===== config.mk =====
export PLATFORM = sky130hd
export DESIGN_NAME = pabq_queue
export DESIGN_NICKNAME = d
export VERILOG_FILES = /design/src/palette_alpha_blend_quantizer_macros.svh /design/src/pabq_pkg.sv /design/src/pabq_queue.sv
export SDC_FILE = /design/constraint.sdc
export NUM_CORES = 1
export LEC_CHECK = 0
export BUFFER_PORTS_ARGS = -buffer_cell sky130_fd_sc_hd__buf_4
export CORE_MARGIN = 4
export CORE_UTILIZATION = 52
export DETAILED_ROUTE_END_ITERATION = 12
export GPL_ROUTABILITY_DRIVEN = 0
export GPL_TIMING_DRIVEN = 0
export PLACE_DENSITY = 0.9
export SKIP_LAST_GASP = 1
export SYNTH_ARGS = -nofsm -noshare
export SYNTH_HDL_FRONTEND = slang
export SYNTH_SLANG_ARGS = --single-unit
export TNS_END_PERCENT = 100

===== constraint.sdc =====
create_clock -name clk -period 6.1 [get_ports clk]
set_clock_uncertainty 0.1 [all_clocks]
set_input_delay 1.22 -clock clk [delete_from_list [all_inputs] [get_ports clk]]
set_output_delay 1.22 -clock clk [all_outputs]
set_load 0.02 [all_outputs]

===== src/palette_alpha_blend_quantizer_macros.svh =====
// assertion macros used by the top-level rtl file
`ifndef PALETTE_ALPHA_BLEND_QUANTIZER_MACROS_SVH
`define PALETTE_ALPHA_BLEND_QUANTIZER_MACROS_SVH

`ifndef SYNTHESIS

// condition implies expr in the same cycle
`define PABQ_ASSERT_IMP(label, clk, rst_n, cond, expr) \
  label: assert property (@(posedge clk) disable iff (!rst_n) (cond) |-> (expr)) \
    else $error("pabq assertion failed");

// condition implies expr in the next cycle
`define PABQ_ASSERT_NXT(label, clk, rst_n, cond, expr) \
  label: assert property (@(posedge clk) disable iff (!rst_n) (cond) |=> (expr)) \
    else $error("pabq assertion failed");

`else

`define PABQ_ASSERT_IMP(label, clk, rst_n, cond, expr)
`define PABQ_ASSERT_NXT(label, clk, rst_n, cond, expr)

`endif

`endif


===== src/pabq_pkg.sv =====
`default_nettype none

package pabq_pkg;

  // palette geometry
  localparam int PALETTE_DEPTH = 256;
  localparam int IDX_W         = $clog2(PALETTE_DEPTH);
  localparam int DIST_W        = 18;

  // queue between front and back
  localparam int QUEUE_DEPTH = 2;
  localparam int QPTR_W      = $clog2(QUEUE_DEPTH);
  localparam int QCNT_W      = $clog2(QUEUE_DEPTH + 1);

  // input opcodes
  localparam logic [1:0] OP_WRITE     = 2'd0;
  localparam logic [1:0] OP_IDX_BLEND = 2'd1;
  localparam logic [1:0] OP_RGB_BLEND = 2'd2;

  // tileset modes
  localparam logic [1:0] MODE_OTHER      = 2'd0;
  localparam logic [1:0] MODE_LOW_CYCLE  = 2'd1;
  localparam logic [1:0] MODE_HIGH_CYCLE = 2'd2;

  // blend channel select
  localparam logic [1:0] CH_RED   = 2'd0;
  localparam logic [1:0] CH_GREEN = 2'd1;
  localparam logic [1:0] CH_BLUE  = 2'd2;

  // special index ranges
  localparam logic [IDX_W-1:0] IDX_LOW_FIRST     = IDX_W'(1);
  localparam logic [IDX_W-1:0] IDX_LOW_MODE_FIRST = IDX_W'(7);
  localparam logic [IDX_W-1:0] IDX_LOW_LAST      = IDX_W'(13);
  localparam logic [IDX_W-1:0] IDX_HIGH_MODE     = IDX_W'(247);
  localparam logic [IDX_W-1:0] IDX_HIGH_FIRST    = IDX_W'(248);
  localparam logic [IDX_W-1:0] IDX_HIGH_LAST     = IDX_W'(254);
  localparam logic [IDX_W-1:0] IDX_LAST          = IDX_W'(PALETTE_DEPTH - 1);

  localparam logic [7:0] ALPHA_ZERO = 8'd0;
  localparam logic [7:0] ALPHA_MAX  = 8'd255;

  typedef struct packed {
    logic [7:0] r;
    logic [7:0] g;
    logic [7:0] b;
  } rgb_t;

  // classified commands
  typedef enum logic [1:0] {
    CMD_WRITE = 2'd0,
    CMD_PICK  = 2'd1,
    CMD_IDX   = 2'd2,
    CMD_RGB   = 2'd3
  } cmd_t;

  typedef struct packed {
    cmd_t             cmd;
    logic [IDX_W-1:0] idx_a;
    logic [IDX_W-1:0] idx_b;
    logic [7:0]       alpha;
    rgb_t             c1;
    rgb_t             c2;
  } item_t;

  typedef struct packed {
    logic [QCNT_W-1:0] count;
    logic              full;
  } q_stat_t;

  // back sequencer states
  typedef enum logic [7:0] {
    ST_IDLE  = 8'b0000_0001,
    ST_RD1   = 8'b0000_0010,
    ST_RD2   = 8'b0000_0100,
    ST_MIX   = 8'b0000_1000,
    ST_SCAN  = 8'b0001_0000,
    ST_DRAIN = 8'b0010_0000,
    ST_KEEP  = 8'b0100_0000,
    ST_DONE  = 8'b1000_0000
  } bk_state_t;

  // index eligibility under the tileset mode
  function automatic logic eligible(input logic [IDX_W-1:0] idx, input logic [1:0] mode);
    logic ok;
    ok = 1'b1;
    if (idx >= IDX_LOW_FIRST && idx <= IDX_LOW_LAST) begin
      ok = (idx >= IDX_LOW_MODE_FIRST) && (mode == MODE_LOW_CYCLE);
    end else if (idx >= IDX_HIGH_MODE && idx <= IDX_HIGH_LAST) begin
      ok = (idx == IDX_HIGH_MODE) && (mode == MODE_HIGH_CYCLE);
    end
    return ok;
  endfunction

  // indices covered by the colour-cycling keep rule
  function automatic logic cycle_index(input logic [IDX_W-1:0] idx);
    return (idx >= IDX_LOW_FIRST && idx <= IDX_LOW_LAST) ||
           (idx >= IDX_HIGH_FIRST && idx <= IDX_HIGH_LAST);
  endfunction

  // floor((a*c1 + (255-a)*c2) / 255), division by reciprocal trick
  function automatic logic [7:0] mix8(input logic [7:0] a, input logic [7:0] c1,
                                      input logic [7:0] c2);
    logic [15:0] s;
    logic [15:0] t;
    logic [7:0]  na;
    na = ALPHA_MAX - a;
    s  = ({8'd0, a} * {8'd0, c1}) + ({8'd0, na} * {8'd0, c2});
    t  = s + 16'd1 + {8'd0, s[15:8]};
    return t[15:8];
  endfunction

  // squared difference of two channels
  function automatic logic [15:0] sq_diff(input logic [7:0] a, input logic [7:0] b);
    logic signed [8:0]  d;
    logic signed [17:0] p;
    d = $signed({1'b0, a}) - $signed({1'b0, b});
    p = d * d;
    return p[15:0];
  endfunction

endpackage

`default_nettype wire


===== src/pabq_queue.sv =====
`default_nettype none

module pabq_queue (
  input  wire logic             clk,
  input  wire logic             rst_n,
  input  wire logic             push_valid,
  input  wire pabq_pkg::item_t  push_item,
  output pabq_pkg::q_stat_t     q_stat,
  output logic                  pop_valid,
  input  wire logic             pop_ready,
  output pabq_pkg::item_t       pop_item
);

  pabq_pkg::item_t                   q_mem [pabq_pkg::QUEUE_DEPTH];
  logic [pabq_pkg::QPTR_W-1:0]       wr_ptr_r;
  logic [pabq_pkg::QPTR_W-1:0]       wr_ptr_nxt;
  logic [pabq_pkg::QPTR_W-1:0]       rd_ptr_r;
  logic [pabq_pkg::QPTR_W-1:0]       rd_ptr_nxt;
  logic [pabq_pkg::QCNT_W-1:0]       count_r;
  logic [pabq_pkg::QCNT_W-1:0]       count_nxt;
  logic                              full;
  logic                              push;
  logic                              pop;

  assign full      = (count_r == pabq_pkg::QCNT_W'(pabq_pkg::QUEUE_DEPTH));
  assign push      = push_valid && !full;
  assign pop_valid = (count_r != '0);
  assign pop       = pop_valid && pop_ready;
  assign pop_item  = q_mem[rd_ptr_r];
  assign q_stat    = '{count: count_r, full: full};

  // pointer and fill bookkeeping
  always_comb begin
    wr_ptr_nxt = push ? wr_ptr_r + 1'b1 : wr_ptr_r;
    rd_ptr_nxt = pop ? rd_ptr_r + 1'b1 : rd_ptr_r;
    count_nxt  = count_r;
    if (push && !pop) begin
      count_nxt = count_r + 1'b1;
    end else if (pop && !push) begin
      count_nxt = count_r - 1'b1;
    end
  end

  always_ff @(posedge clk) begin
    if (!rst_n) begin
      wr_ptr_r <= '0;
      rd_ptr_r <= '0;
      count_r  <= '0;
    end else begin
      wr_ptr_r <= wr_ptr_nxt;
      rd_ptr_r <= rd_ptr_nxt;
      count_r  <= count_nxt;
    end
  end

  // entry storage
  always_ff @(posedge clk) begin
    if (push) begin
      q_mem[wr_ptr_r] <= push_item;
    end
  end

endmodule

`default_nettype wire


==> metrics.md <==
| Metric | Value |
|---|---|
| Die area | 0.0125 mm2 |
| H-tree depth | 4 |
| Syn Nets | 335 |
| Max frequency | 324 MHz |
| DRT iter0 DRCs | 71 |
| Clock power share | 28.1% |
| P_int | 2.32 mW |
| PortBufs | 155 |
| Sw Share | 29.3% |
| Sequential fraction of the synthesis area | 81.1% |
| Synthesized cell area | 0.00560 mm2 |
| WS Path Type | flop to output pin |
| Worst path arrival time | 1.76 ns |
| CP most frequent cell | buf_4 |
| Overall routed net length | 10.2 mm |
| Rel. slew slack | 48.8% |
| DP Area | 0.00708 mm2 |
| Largest net degree at the start of global routing | 43 |
| Core Rows | 37 |
| Post-detail-place hpwl | 7.09 mm |
| Antenna diodes | 0 |
| Final instance area | 0.00760 mm2 |
| Fillers | 643 |
| Sequential cell area | 0.00454 mm2 |
| Synth Warn # | 0 |
| Final Cycle Share | 50.6% |
| Power density cells | 432 mW/mm2 |
| Total gr overflow | 0 |
| Pre-antenna DRT Iters | 4 |
| Seq pwr share | 41.3% |
| GRT Total Usage | 17.1% |
| Critical Path RT | 4.78 ns |
| Number of max-cap violations | 0 |
| Multi-input gate area | 973 um2 |
| CP delay by family, top | buffers and inverters |
| Slew of the pin with the lowest slew margin | 0.766 ns |
| First-pass GRT wire length | 16.4 mm |
| Worst Setup Start Kind | flop |
| CTS Hold Bufs | 0 |
| WL/cell | 17.4 um |
| RSZ-0062 raised after global routing | no |
| Vias in the first global route | 3224 |
| Leak pwr | 2.87 nW |
| Hold WC Path Type | flop to flop |
| Post-route ant nets | 0 |
| VDD IR max | 0.000304 V |
| Post-route DRC | 0 |
| Placeable Area | 0.0104 mm2 |
| Vert. Die Dim | 112 um |
| Initial antenna violation count | 0 |
| CP Cell Sequence | buf_4 > buf_6 > mux2_1 > buf_4 |
| Yosys reg bits | 153 |
| Clock slew at reported path FFs | 0.06 ns |
| Design Power | 3.29 mW |
| Vias per cell | 5.04 |
| CP bufs+invs | 3 |
| Layout area overhead | 35.8% |
| Mean post-synth cell area | 21.9 um2 |
| Final Max Slew Viols | 0 |
| Final net count | 514 |
| Share of layout cells above drive strength 1 | 47.8% |
| Yosys cell types | 24 |
| CP max stage cell | mux2_1 |
| Crit end category | output pin |
| Number of CTS-inserted buffers | 17 |
| CP max stage delay | 0.35 ns |
| Initial cell density of the core | 53.8% |
| Final hold viol count | 0 |
| CTS tree | yes |
| Logic pwr share | 30.6% |
| Net Sw Power | 0.963 mW |
| CTS resizes | 0 |
| Die width | 112 um |
| Post CTS Setup Buffer Count | 0 |
| Clock sinks | 153 |
| Root buffer cell | clkbuf_8 |
| CP Max Fanout | 10 |
| Hold Worst Slack | 0.484 ns |
| Status | finished clean |
| Num ports | 156 |
| Gate Count Post-Synth | 256 |
| DR vias | 2942 |
| Clk buf depth | 2 |
| Final Setup Violations | 0 |
| Min Tclk post-route | 3.08 ns |
| Worst skew pair latency | 0.51 ns |
[state kept, by name, indices dropped and copies added, names as in the netlist, named ones only]
signal    cells
q_mem       148
count_r       2
rd_ptr_r      1
wr_ptr_r      1
[power groups by stage]
stage               logic, mW  registers, mW  clock network [mW]
finish                   1.00           1.36               0.924
global route             1.07           1.37               0.994
CTS                      1.02           1.36               0.940
detailed placement       1.02           1.38                   0
global placement        0.946           1.39                   0
floorplan               0.570           1.39                   0
[synth_stat cells]
| library cell | number | area (um2) |
|---|---|---|
| a21boi_0 | 1 | 7.51 |
| a21boi_1 | 1 | 7.51 |
| and2_1 | 3 | 18.8 |
| and3_1 | 1 | 6.26 |
| buf_2 | 1 | 5.00 |
| buf_4 | 2 | 15.0 |
| buf_6 | 6 | 67.6 |
| dfxtp_1 | 5 | 100 |
| edfxtp_1 | 148 | 4440 |
| ha_1 | 1 | 12.5 |
| inv_1 | 1 | 3.75 |
| inv_2 | 1 | 3.75 |
| mux2_1 | 60 | 676 |
| mux2_2 | 14 | 158 |
| nand2b_1 | 1 | 6.26 |
| nor2_1 | 1 | 3.75 |
| nor3_2 | 1 | 10.0 |
| o21a_1 | 1 | 7.51 |
| o21ai_0 | 1 | 5.00 |
| o21ai_1 | 1 | 5.00 |
| or2_2 | 1 | 6.26 |
| or3_1 | 1 | 6.26 |
| xnor2_1 | 2 | 17.5 |
| xor2_1 | 1 | 8.76 |
[worst reg2reg max path: stages, from the launching register on]
cell and delay (ns):
dfxtp_1 0.47, nand2b_1 0.22, inv_2 0.08, nor3_4 0.59, buf_16 0.24, buf_16 0.18
[kinds of logic after synthesis]
family                     after synthesis  share of synthesized area (%)
AOI/OAI and AO/OA                        5                          0.581
xor gates and xnor gates                 3                          0.469
adders and majority gates                1                          0.223
buffers and inverters                   11                           1.70
DFF                                    153                           81.1
muxes                                   74                           14.9
and+or+nand+nor                          9                           1.03
[routing by layer]
metal	global-route usage, %	vias to the layer above	routed length [um]
met4	6.73	0	210
li1	-	1366	-
met5	0	-	0
met3	5.82	19	700
met1	20.0	1449	3980
met2	29.0	108	5280
[placed cells by master, fill, tap and decap left out, drive strengths merged]
cell type  instances
a21boi             2
and2               3
and3               1
buf              169
bufinv             1
clkbuf            20
clkinv             5
clkinvlp           5
dfxtp              5
edfxtp           148
ha                 1
inv                3
mux2              74
nand2b             1
nor2               1
nor3               1
o21a               1
o21ai              2
or2                1
or3                1
xnor2              2
xor2               1
[worst paths after layout]
| path | startpoint | end | slack (ns) | depth (start not counted) |
|---|---|---|---|---|
| hold reg to reg | count_r[1] | count_r[1] | 0.48 | 2 |
| hold / removal | count_r[1] | count_r[1] | 0.48 | 2 |
| setup reg to reg | count_r[0] | q_mem[0][2] | 3.91 | 5 |
| setup / recovery | flop | pop_item[28] | 3.02 | 4 |
[per-stage QoR]
stage	TNS (ns)	setup slack, ns	utilization (%)	instances
floorplan	0	1.32	-	256
global placement	-7.73	-0.108	66.6	547
detailed placement	0	3.23	67.9	552
CTS	0	2.98	73.0	584
global route	0	2.92	73.0	584
finish	0	3.02	73.0	584
[area by class of cell]
class                           instances  area share [%]
Multi-Input combinational cell         92            12.8
Inverter                                2          0.0987
Sequential cell                       153            59.8
Clock inverter                         12            1.35
Timing Repair Buffer                  160            17.0
Buffer                                  9            1.15
Clock buffer                           20            5.59
Tap cell                              136            2.24
No activity file was read; power rests on OpenSTA's default activity.
