**src/palette_alpha_blend_quantizer_macros.svh**
```systemverilog
// assertion macros used by the top-level rtl file
`ifndef PALETTE_ALPHA_BLEND_QUANTIZER_MACROS_SVH
`define PALETTE_ALPHA_BLEND_QUANTIZER_MACROS_SVH

`ifndef SYNTHESIS

// condition implies expr in the same cycle
`define PABQ_ASSERT_IMP(label, clk, rst_n, cond, expr) \
  label: assert property (@(posedge clk) disable iff (!rst_n) (cond) |-> (expr)) \
    else $error("pabq assertion failed");

// condition implies expr in the next cycle
`define PABQ_ASSERT_NXT(label, clk, rst_n, cond, expr) \
  label: assert property (@(posedge clk) disable iff (!rst_n) (cond) |=> (expr)) \
    else $error("pabq assertion failed");

`else

`define PABQ_ASSERT_IMP(label, clk, rst_n, cond, expr)
`define PABQ_ASSERT_NXT(label, clk, rst_n, cond, expr)

`endif

`endif

```
**src/pabq_pkg.sv**
```systemverilog
`default_nettype none

package pabq_pkg;

  // palette geometry
  localparam int PALETTE_DEPTH = 256;
  localparam int IDX_W         = $clog2(PALETTE_DEPTH);
  localparam int DIST_W        = 18;

  // queue between front and back
  localparam int QUEUE_DEPTH = 2;
  localparam int QPTR_W      = $clog2(QUEUE_DEPTH);
  localparam int QCNT_W      = $clog2(QUEUE_DEPTH + 1);

  // input opcodes
  localparam logic [1:0] OP_WRITE     = 2'd0;
  localparam logic [1:0] OP_IDX_BLEND = 2'd1;
  localparam logic [1:0] OP_RGB_BLEND = 2'd2;

  // tileset modes
  localparam logic [1:0] MODE_OTHER      = 2'd0;
  localparam logic [1:0] MODE_LOW_CYCLE  = 2'd1;
  localparam logic [1:0] MODE_HIGH_CYCLE = 2'd2;

  // blend channel select
  localparam logic [1:0] CH_RED   = 2'd0;
  localparam logic [1:0] CH_GREEN = 2'd1;
  localparam logic [1:0] CH_BLUE  = 2'd2;

  // special index ranges
  localparam logic [IDX_W-1:0] IDX_LOW_FIRST     = IDX_W'(1);
  localparam logic [IDX_W-1:0] IDX_LOW_MODE_FIRST = IDX_W'(7);
  localparam logic [IDX_W-1:0] IDX_LOW_LAST      = IDX_W'(13);
  localparam logic [IDX_W-1:0] IDX_HIGH_MODE     = IDX_W'(247);
  localparam logic [IDX_W-1:0] IDX_HIGH_FIRST    = IDX_W'(248);
  localparam logic [IDX_W-1:0] IDX_HIGH_LAST     = IDX_W'(254);
  localparam logic [IDX_W-1:0] IDX_LAST          = IDX_W'(PALETTE_DEPTH - 1);

  localparam logic [7:0] ALPHA_ZERO = 8'd0;
  localparam logic [7:0] ALPHA_MAX  = 8'd255;

  typedef struct packed {
    logic [7:0] r;
    logic [7:0] g;
    logic [7:0] b;
  } rgb_t;

  // classified commands
  typedef enum logic [1:0] {
    CMD_WRITE = 2'd0,
    CMD_PICK  = 2'd1,
    CMD_IDX   = 2'd2,
    CMD_RGB   = 2'd3
  } cmd_t;

  typedef struct packed {
    cmd_t             cmd;
    logic [IDX_W-1:0] idx_a;
    logic [IDX_W-1:0] idx_b;
    logic [7:0]       alpha;
    rgb_t             c1;
    rgb_t             c2;
  } item_t;

  typedef struct packed {
    logic [QCNT_W-1:0] count;
    logic              full;
  } q_stat_t;

  // back sequencer states
  typedef enum logic [7:0] {
    ST_IDLE  = 8'b0000_0001,
    ST_RD1   = 8'b0000_0010,
    ST_RD2   = 8'b0000_0100,
    ST_MIX   = 8'b0000_1000,
    ST_SCAN  = 8'b0001_0000,
    ST_DRAIN = 8'b0010_0000,
    ST_KEEP  = 8'b0100_0000,
    ST_DONE  = 8'b1000_0000
  } bk_state_t;

  // index eligibility under the tileset mode
  function automatic logic eligible(input logic [IDX_W-1:0] idx, input logic [1:0] mode);
    logic ok;
    ok = 1'b1;
    if (idx >= IDX_LOW_FIRST && idx <= IDX_LOW_LAST) begin
      ok = (idx >= IDX_LOW_MODE_FIRST) && (mode == MODE_LOW_CYCLE);
    end else if (idx >= IDX_HIGH_MODE && idx <= IDX_HIGH_LAST) begin
      ok = (idx == IDX_HIGH_MODE) && (mode == MODE_HIGH_CYCLE);
    end
    return ok;
  endfunction

  // indices covered by the colour-cycling keep rule
  function automatic logic cycle_index(input logic [IDX_W-1:0] idx);
    return (idx >= IDX_LOW_FIRST && idx <= IDX_LOW_LAST) ||
           (idx >= IDX_HIGH_FIRST && idx <= IDX_HIGH_LAST);
  endfunction

  // floor((a*c1 + (255-a)*c2) / 255), division by reciprocal trick
  function automatic logic [7:0] mix8(input logic [7:0] a, input logic [7:0] c1,
                                      input logic [7:0] c2);
    logic [15:0] s;
    logic [15:0] t;
    logic [7:0]  na;
    na = ALPHA_MAX - a;
    s  = ({8'd0, a} * {8'd0, c1}) + ({8'd0, na} * {8'd0, c2});
    t  = s + 16'd1 + {8'd0, s[15:8]};
    return t[15:8];
  endfunction

  // squared difference of two channels
  function automatic logic [15:0] sq_diff(input logic [7:0] a, input logic [7:0] b);
    logic signed [8:0]  d;
    logic signed [17:0] p;
    d = $signed({1'b0, a}) - $signed({1'b0, b});
    p = d * d;
    return p[15:0];
  endfunction

endpackage

`default_nettype wire

```
**src/pabq_front.sv**
```systemverilog
`default_nettype none

module pabq_front (
  input  wire logic                        clk,
  input  wire logic                        rst_n,
  input  wire logic                        in_valid,
  output logic                             in_ready,
  input  wire logic [1:0]                  in_op,
  input  wire logic [pabq_pkg::IDX_W-1:0]  in_entry_index,
  input  wire logic [pabq_pkg::IDX_W-1:0]  in_first_index,
  input  wire logic [pabq_pkg::IDX_W-1:0]  in_second_index,
  input  wire logic [7:0]                  in_first_red,
  input  wire logic [7:0]                  in_first_green,
  input  wire logic [7:0]                  in_first_blue,
  input  wire logic [7:0]                  in_second_red,
  input  wire logic [7:0]                  in_second_green,
  input  wire logic [7:0]                  in_second_blue,
  input  wire logic [7:0]                  in_alpha,
  input  wire pabq_pkg::q_stat_t           q_stat,
  output logic                             push_valid,
  output pabq_pkg::item_t                  push_item
);

  logic            fv_r;
  logic            fv_nxt;
  pabq_pkg::item_t item_r;
  pabq_pkg::item_t item_nxt;
  logic            op_ok;
  logic            moved;
  logic            accept;

  // classify the incoming item
  always_comb begin
    item_nxt     = '0;
    op_ok        = 1'b1;
    item_nxt.c1  = '{r: in_first_red, g: in_first_green, b: in_first_blue};
    item_nxt.c2  = '{r: in_second_red, g: in_second_green, b: in_second_blue};
    item_nxt.alpha = in_alpha;
    item_nxt.idx_b = in_second_index;
    case (in_op)
      pabq_pkg::OP_WRITE: begin
        item_nxt.cmd   = pabq_pkg::CMD_WRITE;
        item_nxt.idx_a = in_entry_index;
      end
      pabq_pkg::OP_IDX_BLEND: begin
        if (in_alpha == pabq_pkg::ALPHA_ZERO) begin
          item_nxt.cmd   = pabq_pkg::CMD_PICK;
          item_nxt.idx_a = in_second_index;
        end else if (in_alpha == pabq_pkg::ALPHA_MAX) begin
          item_nxt.cmd   = pabq_pkg::CMD_PICK;
          item_nxt.idx_a = in_first_index;
        end else begin
          item_nxt.cmd   = pabq_pkg::CMD_IDX;
          item_nxt.idx_a = in_first_index;
        end
      end
      pabq_pkg::OP_RGB_BLEND: begin
        item_nxt.cmd = pabq_pkg::CMD_RGB;
      end
      default: begin
        op_ok = 1'b0;
      end
    endcase
  end

  // one holding stage in front of the queue
  assign moved      = fv_r && !q_stat.full;
  assign in_ready   = !fv_r || !q_stat.full;
  assign accept     = in_valid && in_ready;
  assign push_valid = fv_r;
  assign push_item  = item_r;

  always_comb begin
    fv_nxt = fv_r && !moved;
    if (accept && op_ok) begin
      fv_nxt = 1'b1;
    end
  end

  always_ff @(posedge clk) begin
    if (!rst_n) begin
      fv_r <= 1'b0;
    end else begin
      fv_r <= fv_nxt;
    end
  end

  always_ff @(posedge clk) begin
    if (accept && op_ok) begin
      item_r <= item_nxt;
    end
  end

endmodule

`default_nettype wire

```
**config.mk**
```make
export PLATFORM = sky130hd
export DESIGN_NAME = pabq_front
export DESIGN_NICKNAME = d
export VERILOG_FILES = /design/src/palette_alpha_blend_quantizer_macros.svh /design/src/pabq_pkg.sv /design/src/pabq_front.sv
export SDC_FILE = /design/constraint.sdc
export NUM_CORES = 1
export LEC_CHECK = 0
export BUFFER_PORTS_ARGS = -buffer_cell sky130_fd_sc_hd__buf_2
export CAP_MARGIN = 20
export CORE_MARGIN = 10
export CORE_UTILIZATION = 42
export DETAILED_ROUTE_END_ITERATION = 8
export GPL_ROUTABILITY_DRIVEN = 0
export PLACE_DENSITY = 0.79
export RECOVER_POWER = 50
export SYNTH_ARGS = -nofsm -noshare
export SYNTH_HDL_FRONTEND = slang
export SYNTH_SLANG_ARGS = --single-unit
```
**constraint.sdc**
```tcl
create_clock -name clk -period 6.8 [get_ports clk]
set_clock_uncertainty 0.15 [all_clocks]
set_input_delay 1.36 -clock clk [delete_from_list [all_inputs] [get_ports clk]]
set_output_delay 1.36 -clock clk [all_outputs]
set_load 0.01 [all_outputs]
```
==> out/qor.yml, run 1 <==
run_status:
  outcome: "finished, final reports clean"
power_and_ir_drop:
  power.density_nw_per_um2: 263
  ir_drop_uv: 134
  p_leak_nw: 1.41
  power_mw: 0.956
global_route:
  grt_pass1_vias: 1919
  overflow: 0
  grt_pass1_wl_mm: 10.6
  grt_antenna_before_repair: 0
  grtUsageTotal_pct: 14.3
  grt_max_degree: 75
final_layout:
  syn2layout_area_growth_pct: 38.1
  fin_util_pct: 60.6
  seq_area_sq_um: 2240
  fillerInstances: 510
  antenna_cells: 0
  nNetsFinal: 393
  drive_gt1_share_pct: 41.5
  final_area_sq_um: 3630
  multi_input_area_sq_um: 368
drt:
  drt_pre_antenna_iters: 6
  vias: 1797
  ant_nets: 0
  drt_iter0_markers: 86
  routed_via_density: 4.72
  drc: 0
  wl_mm: 7.16
  wl_per_cell_microns: 18.8
timing:
  relSlewSlack_pct: 39.2
  finalHoldViolations: 0
  layout_min_cycle_time_ns: 3.20
  slew_violations: 0
  timing.final.crit_share_pct: 47.0
  setup_violations: 0
  setup_tns_ns: 0
  rsz0062_at_grt: "false"
  worstMarginPinSlew_ns: 0.911
  fmax_mhz: 313
clock_network:
  ctsHoldBuffers: 0
  ctsResizeCount: 0
  cts_setup_buffers: 0
  cts_tree: "built"
  cts-root-buf: "clkbuf_8"
  htree_levels: 3
  numCtsBuffers: 9
  clock_path_buffers: 2
  cts.sink_count: 75
  clk_latency_ns: 0.33
  path_clk_slew_ns: 0.07
setup_path:
  path_max_fanout: 2
  r2r-start: "push_valid"
  cp_slowest_cell: "buf_2"
  r2r-end: "push_item[58]"
  max_stage_delay_ns: 0.13
  worst-path-buf-inv: 2
  crit_path_start_kind: "input pin"
  worstSetupEndpointType: "primary output"
  r2r_setup_slack_ns: 5.06
  path_cells: "buf_2 > nand2_1 > buf_2"
  r2r_cells: 2
  crit_start: "q_stat[0]"
  path_common_cell: "buf_2"
  critical_path_class: "in2out"
  arrival_ns: 1.69
  crit_required_ns: 5.29
  critPathTopFamily: "buffers and inverters"
synth:
  synth_most_common_cell: "edfxtp_1"
  ys_seq_area_share_pct: 85.3
  ys_warn_count: 0
  synth_top_cells_by_count: "edfxtp_1 (74), nand2_1 (19), o211ai_2 (8), nand3_1 (6), ha_1 (4)"
  synthArstFlopShare_pct: 0
  synth_seq_cells: 75
  syn_inst: 132
  yosysUniqueCellTypes: 21
  yosysTopAreaCell: "edfxtp_1"
  syn_nets: 224
  synth.area.top_cells: "edfxtp_1 (84%), o211ai_2 (3.8%), nand2_1 (2.7%)"
  synth-main-ff-cell: "edfxtp_1"
  synth_area_per_cell_sq_um: 19.9
  synth_top_area_share_pct: 84.5
  syn_area_sq_um: 2630
  synth_edf_count: 74
floorplanning:
  die_h_microns: 99.1
  initial_core_util_pct: 43.9
  core_sq_um: 5990
  rows: 28
  die-width_microns: 99.1
  die-area_sq_um: 9830
  io_pins: 164
place:
  io_buffer_count: 161
  dp_hpwl_mm: 5.75
  placed_cell_area_sq_um: 3520
hold_path:
  holdPathStages: 2
  hold_path_class: "reg2reg"
  whs_endpoint: "push_valid"
  hold_start: "push_valid"
run:
  drv_cap: 0
## cell type report
| class | count | share of cell area [%] |
|---|---|---|
| flip-flops and latches | 75 | 61.7 |
| repair buffers | 162 | 20.3 |
| multi-input cells | 51 | 10.1 |
| clock buffers | 11 | 3.62 |
| well taps | 75 | 2.58 |
| clock inverters | 5 | 1.48 |
| inverters | 2 | 0.207 |
## metal layers
| layer | vias up | share of wire (%) | GRT usage (%) |
|---|---|---|---|
| met3 | 10 | 17 | 9.48 |
| met5 | - | 0 | 0 |
| met2 | 134 | 41 | 19.9 |
| met4 | 0 | 1.3 | 5.95 |
| li1 | 848 | - | - |
| met1 | 805 | 41 | 16.8 |
## per-stage QoR
step / instances / hold slack (ns) / setup WS [ns]
floorplan: 132 / 0.439 / 0.843
global placement: 365 / 0.368 / 3.59
detailed placement: 365 / 0.384 / 3.54
CTS: 381 / 0.396 / 3.60
global route: 381 / 0.431 / 3.57
finish: 381 / 0.388 / 3.60
## report_power, final
group	switching, mW	internal, mW
sequential	0.00682	0.542
combinational	0.0552	0.0346
clock	0.150	0.168
total	0.212	0.744
## worst reg2reg max path, cell delays in order (launching register included)
cell and delay [ns]:
dfxtp_1 0.34, a21oi_4 0.12, buf_4 0.69
## how the worst max path moves through the flow
stage | end | depth (start not counted)
5_1_grt | in_ready | 3
2_1_floorplan | push_item[0] | 3
3_5_place_dp | push_item[0] | 5
4_1_cts | in_ready | 3
6_report | in_ready | 3
3_3_place_gp | push_item[25] | 5
## cell families (layout without fill, tap and decap cells)
| logic type | Yosys count | after routing | synth area share [%] |
|---|---|---|---|
| flops | 75 | 75 | 85.3 |
| simple gates | 33 | 33 | 6.52 |
| compound gates | 14 | 14 | 5.14 |
| buf+inv | 6 | 180 | 1.19 |
| fa+ha+maj | 4 | 4 | 1.90 |
## sequential cells by signal (all words and copies together), names as in the netlist
signal and count:
push_item 74, push_valid 1
## cell usage in the layout (no fill, tap or decap), types with 2 or more instances in the layout
| cell | n |
|---|---|
| buf_2 | 99 |
| edfxtp_1 | 74 |
| clkbuf_1 | 64 |
| nand2_1 | 19 |
| clkbuf_8 | 9 |
| o211ai_2 | 8 |
| nand3_1 | 6 |
| ha_1 | 4 |
| inv_1 | 2 |
| nand4_1 | 2 |
| nor4_2 | 2 |
| o21ai_1 | 2 |
| nand3_2 | 2 |
| clkinvlp_4 | 2 |
(Power assumes the default switching activity.)
==> run 2: changes to the inputs <==
Clock period 6.8 ns to 3 ns, I/O delays scaled along.
==> run 2 against run 1 <==
  * Sequential share of layout area increased by 0.32 points
  * Non-clock buffer count increased by 1
  * Die area unchanged
  * Global-route usage about the same
  * Cell count unchanged
  * Combinational power increased by 130%
  * Wire length increased by 0.85%
  * Critical path depth increased by 2
  * Via count increased by 1.1%
  * Count of clock-buffer cells in the layout decreased by 1
  * Largest cell class unchanged
==> out/qor.yml, run 2 (synthesis gave the netlist of run 1 again) <==
run_status:
  outcome: "finished, final reports clean"  # unchanged
clock_network:
  numCtsBuffers: 9  # unchanged
  clock_path_buffers: 2  # unchanged
  path_clk_slew_ns: 0.08  # was 0.07 ns
  cts_setup_buffers: 0  # unchanged
  clk_latency_ns: 0.33  # about the same
  cts-root-buf: "clkbuf_8"  # unchanged
  ctsResizeCount: 0  # unchanged
  cts_tree: "built"  # unchanged
  ctsHoldBuffers: 0  # unchanged
  htree_levels: 3  # unchanged
  cts.sink_count: 75  # unchanged
global_route:
  grtUsageTotal_pct: 14.3  # about the same
  grt_max_degree: 49  # was 75
  grt_pass1_vias: 1915  # was 1919
  grt_pass1_wl_mm: 10.7  # was 10.6 mm
  overflow: 0  # unchanged
  grt_antenna_before_repair: 0  # unchanged
setup_path:
  path_max_fanout: 48  # was 2
  worstSetupEndpointType: "register"  # was primary output
  r2r-start: "push_valid"  # unchanged
  arrival_ns: 1.73  # was 1.69 ns
  crit_required_ns: 2.82  # was 5.29 ns
  max_stage_delay_ns: 0.50  # was 0.13 ns
  crit_path_start_kind: "input pin"  # unchanged
  cp_slowest_cell: "buf_4"  # was buf_2
  path_cells: "clkbuf_1 > ha_1 > nand2b_1 > a21oi_4 > buf_4"  # was buf_2 > nand2_1 > buf_2
  critical_path_class: "in2reg"  # was in2out
  crit_start: "in_op[0]"  # was q_stat[0]
floorplanning:
  die_h_microns: 99.1  # unchanged
  io_pins: 164  # unchanged
  die-width_microns: 99.1  # unchanged
  die-area_sq_um: 9830  # unchanged
  core_sq_um: 5990  # unchanged
  rows: 28  # unchanged
  initial_core_util_pct: 43.9  # unchanged
hold_path:
  hold_start: "in_first_red[0]"  # was push_valid
  hold_path_class: "in2reg"  # was reg2reg
drt:
  wl_per_cell_microns: 19.0  # was 18.8 microns
  ant_nets: 0  # unchanged
  drt_iter0_markers: 37  # was 86
  routed_via_density: 4.77  # was 4.72
  wl_mm: 7.23  # was 7.16 mm
  drt_pre_antenna_iters: 4  # was 6
  vias: 1816  # was 1797
  drc: 0  # unchanged
timing:
  setup_tns_ns: 0  # unchanged
  setup_violations: 0  # unchanged
  relSlewSlack_pct: 61.0  # was 39.2%
  rsz0062_at_grt: "false"  # unchanged
  worstMarginPinSlew_ns: 0.586  # was 0.911 ns
  fmax_mhz: 525
  slew_violations: 0  # unchanged
  finalHoldViolations: 0  # unchanged
  timing.final.crit_share_pct: 63.5
  layout_min_cycle_time_ns: 1.91
run:
  drv_cap: 0  # unchanged
final_layout:
  fillerInstances: 502  # was 510
  fin_util_pct: 60.3  # was 60.6%
  nNetsFinal: 394  # was 393
  layout_commonest_cell: "buf_2"  # unchanged
  syn2layout_area_growth_pct: 37.4  # was 38.1%
  largest_reg_flops: 74  # unchanged
  mostFrequentLayoutCells: "buf_2 (99), edfxtp_1 (74), clkbuf_1 (63)"  # was buf_2 (99), edfxtp_1 (74), clkbuf_1 (64)
  antenna_cells: 0  # unchanged
  drive_gt1_share_pct: 42.2  # was 41.5%
  post_layout_nonfiller_instances: 381  # unchanged
power_and_ir_drop:
  power.share.clock_pct: 30.4  # was 33.2%
  p_int_mw: 1.60  # was 0.744 mW
  p_leak_nw: 1.41  # about the same
  power.density_nw_per_um2: 576  # was 263 nW/um^2
  ir_drop_uv: 348  # was 134 uV
  power_frac_comb_pct: 9.8  # was 9.4%
  power_mw: 2.08  # was 0.956 mW
  power.switching_mw: 0.481  # was 0.212 mW
  swShare_pct: 23.1  # was 22.2%
  p_seq_share_pct: 59.8  # was 57.4%
place:
  place_inst: 366  # was 365
  dp_hpwl_mm: 5.86  # was 5.75 mm
  io_buffer_count: 161  # unchanged
-- run 2: worst paths after layout --
kind | end | slack [ns] | depth (start not counted)
worst max-delay path | push_item[4] | 1.09 | 5
worst min register to register | push_valid | 0.41 | 2
worst max register to register | push_item[4] | 1.48 | 2
worst min-delay path | push_item[40] | 0.28 | 1
-- run 2: area by class of cell --
type / count / area, sq um / share of cell area, %
sequential: 75 / 2240 / 62.0
timing repair buffer: 163 / 743 / 20.6
multi-input combinational: 51 / 368 / 10.2
clock buffer: 10 / 128 / 3.53
tap: 75 / 93.8 / 2.60
clock inverter: 5 / 31.3 / 0.866
inverter: 2 / 7.51 / 0.208
-- run 2: routing by layer --
metal | up-vias | GRT usage [%] | wire (microns)
li1 | 851 | - | -
met1 | 822 | 16.2 | 2960
met2 | 134 | 20.7 | 3120
met3 | 9 | 9.13 | 1070
met4 | 0 | 6.28 | 74
met5 | - | 0 | 0
-- run 2: critical path: cells and delay by family --
kind / cells / cell delay (ns)
buffers and inverters: 2 / 0.60
adder cells (fa/ha/maj): 1 / 0.19
AO/OA/AOI/OAI: 1 / 0.13
AND/OR/NAND/NOR: 1 / 0.18
-- run 2: per-stage QoR --
step	area [sq um]	hold slack, ns	setup WS (ns)
after global placement	3530	0.366	0.765
after global routing	3610	0.258	1.02
after CTS	3690	0.260	1.10
final	3610	0.282	1.09
after floorplan	2640	0.471	0.251
after detailed placement	3530	0.398	0.730
-- run 2: power by group through the flow --
stage          registers (mW)  clock network, mW  logic (mW)
2_1_floorplan            1.30                  0      0.0468
3_3_place_gp             1.26                  0       0.216
3_5_place_dp             1.27                  0       0.222
4_1_cts                  1.24              0.659       0.222
5_1_grt                  1.25              0.704       0.226
6_report                 1.24              0.632       0.204
==> run 3: changes to the inputs <==
Settings changed: CORE_UTILIZATION 42 to 38, PLACE_DENSITY 0.79 to 0.75.
Clock period 3 ns to 1.6 ns, I/O delays scaled along.
==> run 3 against run 2 <==
  * Global-route usage decreased by 0.36 points
  * Register-to-register slack worse by 1.3 ns
  * Total power increased by 110%
  * Clock power rose by 150%
  * Setup slack got worse by 0.93 ns
  * Sequential share of layout area is 9.8 points lower
  * Sequential power rose by 88%
  * Die area increased by 8.4%
  * Via count rose by 11%
  * Critical path type unchanged
==> out/qor.yml, run 3 (synthesis gave the netlist of run 1 again) <==
floorplanning:
  core_sq_um: 6760  # was 5990 sq um
  die-area_sq_um: 10600  # was 9830 sq um
  initial_core_util_pct: 38.9  # was 43.9%
  io_pins: 164  # unchanged
  rows: 30  # was 28
  die_h_microns: 103  # was 99.1 microns
  die-width_microns: 103  # was 99.1 microns
clock_network:
  cts.sink_count: 75  # unchanged
  ctsHoldBuffers: 45  # was 0
  htree_levels: 3  # unchanged
  path_clk_slew_ns: 0.07  # was 0.08 ns
  cts_tree: "built"  # unchanged
  cts-root-buf: "clkbuf_8"  # unchanged
  clock_path_buffers: 2  # unchanged
  ctsResizeCount: 0  # unchanged
  numCtsBuffers: 9  # unchanged
  cts_setup_buffers: 0  # unchanged
  clk_latency_ns: 0.34  # was 0.33 ns
global_route:
  grtUsageTotal_pct: 13.9  # was 14.3%
  grt_max_degree: 32  # was 49
  grt_antenna_before_repair: 0  # unchanged
  grt_pass1_wl_mm: 10.9  # was 10.7 mm
  grt_pass1_vias: 2064  # was 1915
  overflow: 0  # unchanged
drt:
  drt_pre_antenna_iters: 4  # unchanged
  vias: 2008  # was 1816
  wl_per_cell_microns: 17.6  # was 19.0 microns
  drc: 0  # unchanged
  ant_nets: 0  # unchanged
  drt_iter0_markers: 42  # was 37
  wl_mm: 7.76  # was 7.23 mm
  routed_via_density: 4.56  # was 4.77
final_layout:
  layout_commonest_cell: "buf_2"  # unchanged
  nNetsFinal: 447  # was 394
  mostFrequentLayoutCells: "buf_2 (145), edfxtp_1 (74), dlygate4sd3_1 (46)"  # was buf_2 (99), edfxtp_1 (74), clkbuf_1 (63)
  antenna_cells: 0  # unchanged
  drive_gt1_share_pct: 50.8  # was 42.2%
  largest_reg_flops: 74  # unchanged
  syn2layout_area_growth_pct: 63.2  # was 37.4%
power_and_ir_drop:
  power_mw: 4.41  # was 2.08 mW
  ir_drop_uv: 485  # was 348 uV
  p_leak_nw: 1.80  # was 1.41 nW
  power.density_nw_per_um2: 1030  # was 576 nW/um^2
setup_path:
  path_max_fanout: 14  # was 48
  crit_required_ns: 1.49  # was 2.82 ns
  worstSetupEndpointType: "register"  # unchanged
  critical_path_class: "in2reg"  # unchanged
  arrival_ns: 1.32  # was 1.73 ns
  crit_path_start_kind: "input pin"  # unchanged
timing:
  finalHoldViolations: 0  # unchanged
  relSlewSlack_pct: 58.7  # was 61.0%
  slew_violations: 0  # unchanged
  fin_hold_ws_ns: 0.0251  # was 0.282 ns
  setup_violations: 0  # unchanged
  rsz0062_at_grt: "false"  # unchanged
  fmax_mhz: 696
  setup_tns_ns: 0  # unchanged
  worstMarginPinSlew_ns: 0.620  # was 0.586 ns
  layout_min_cycle_time_ns: 1.44
  timing.final.crit_share_pct: 89.8
place:
  io_buffer_count: 161  # unchanged
  dp_hpwl_mm: 5.62  # was 5.86 mm
run:
  drv_cap: 0  # unchanged
hold_path:
  hold_path_class: "in2reg"  # unchanged
run_status:
  outcome: "finished, final reports clean"  # unchanged
==> run 3: cell types whose count changed in the layout (fill, tap and decap cells not counted), moves of 2 or more <==
| cell | before | now |
|---|---|---|
| dlygate4sd3_1 | 0 | 46 |
| bufinv_16 | 0 | 2 |
| buf_2 | 99 | 145 |
| clkinv_2 | 3 | 1 |
| clkbuf_1 | 63 | 19 |
| buf_12 | 0 | 3 |
==> run 3: critical path, stage by stage <==
cell	delay [ns]
buf_2	0.13
ha_4	0.15
nand2b_4	0.13
a21oi_2	0.29
buf_4	0.30
==> run 3: area by class of cell <==
cell class,count,area [sq um]
inverters,2,7.51
clock buffers,10,128
well taps,80,100
multi-input cells,51,380
repair buffers,216,1340
fillers,528,2460
flip-flops and latches,75,2240
clock inverters,6,90.1
==> run 3: final timing paths <==
check,start,endpoint,slack [ns],cells after the start
setup / recovery,in_op[1],push_item[45],0.16,5
hold / removal,in_second_index[2],push_item[58],0.03,1
setup reg to reg,push_valid,push_item[45],0.18,2
hold reg to reg,push_valid,push_valid,0.37,2
==> run 3: stage by stage <==
stage	worst slack, ns	instances	instance area, sq um	utilization (%)
after global placement	-0.0705	378	3650	54.0
after CTS	0.128	439	4320	63.9
after detailed placement	-0.103	378	3650	54.0
after global routing	0.132	440	4290	63.5
final	0.164	440	4290	63.5
after floorplan	-0.783	132	2660	-
==> run 3: per-layer routing <==
metal  wire length [microns]  global-route usage [%]  vias up
met3                     825                    6.84        9
met1                    2760                    13.9      937
li1                        -                       -      963
met2                    4070                    24.5       99
met5                       0                       0        -
met4                      95                    4.92        0
==> run 3: power breakdown <==
group	switching (mW)	leakage, nW	total (mW)	internal (mW)
registers	0.0270	0.715	2.33	2.30
logic	0.258	0.977	0.517	0.259
clock network	0.686	0.106	1.57	0.881
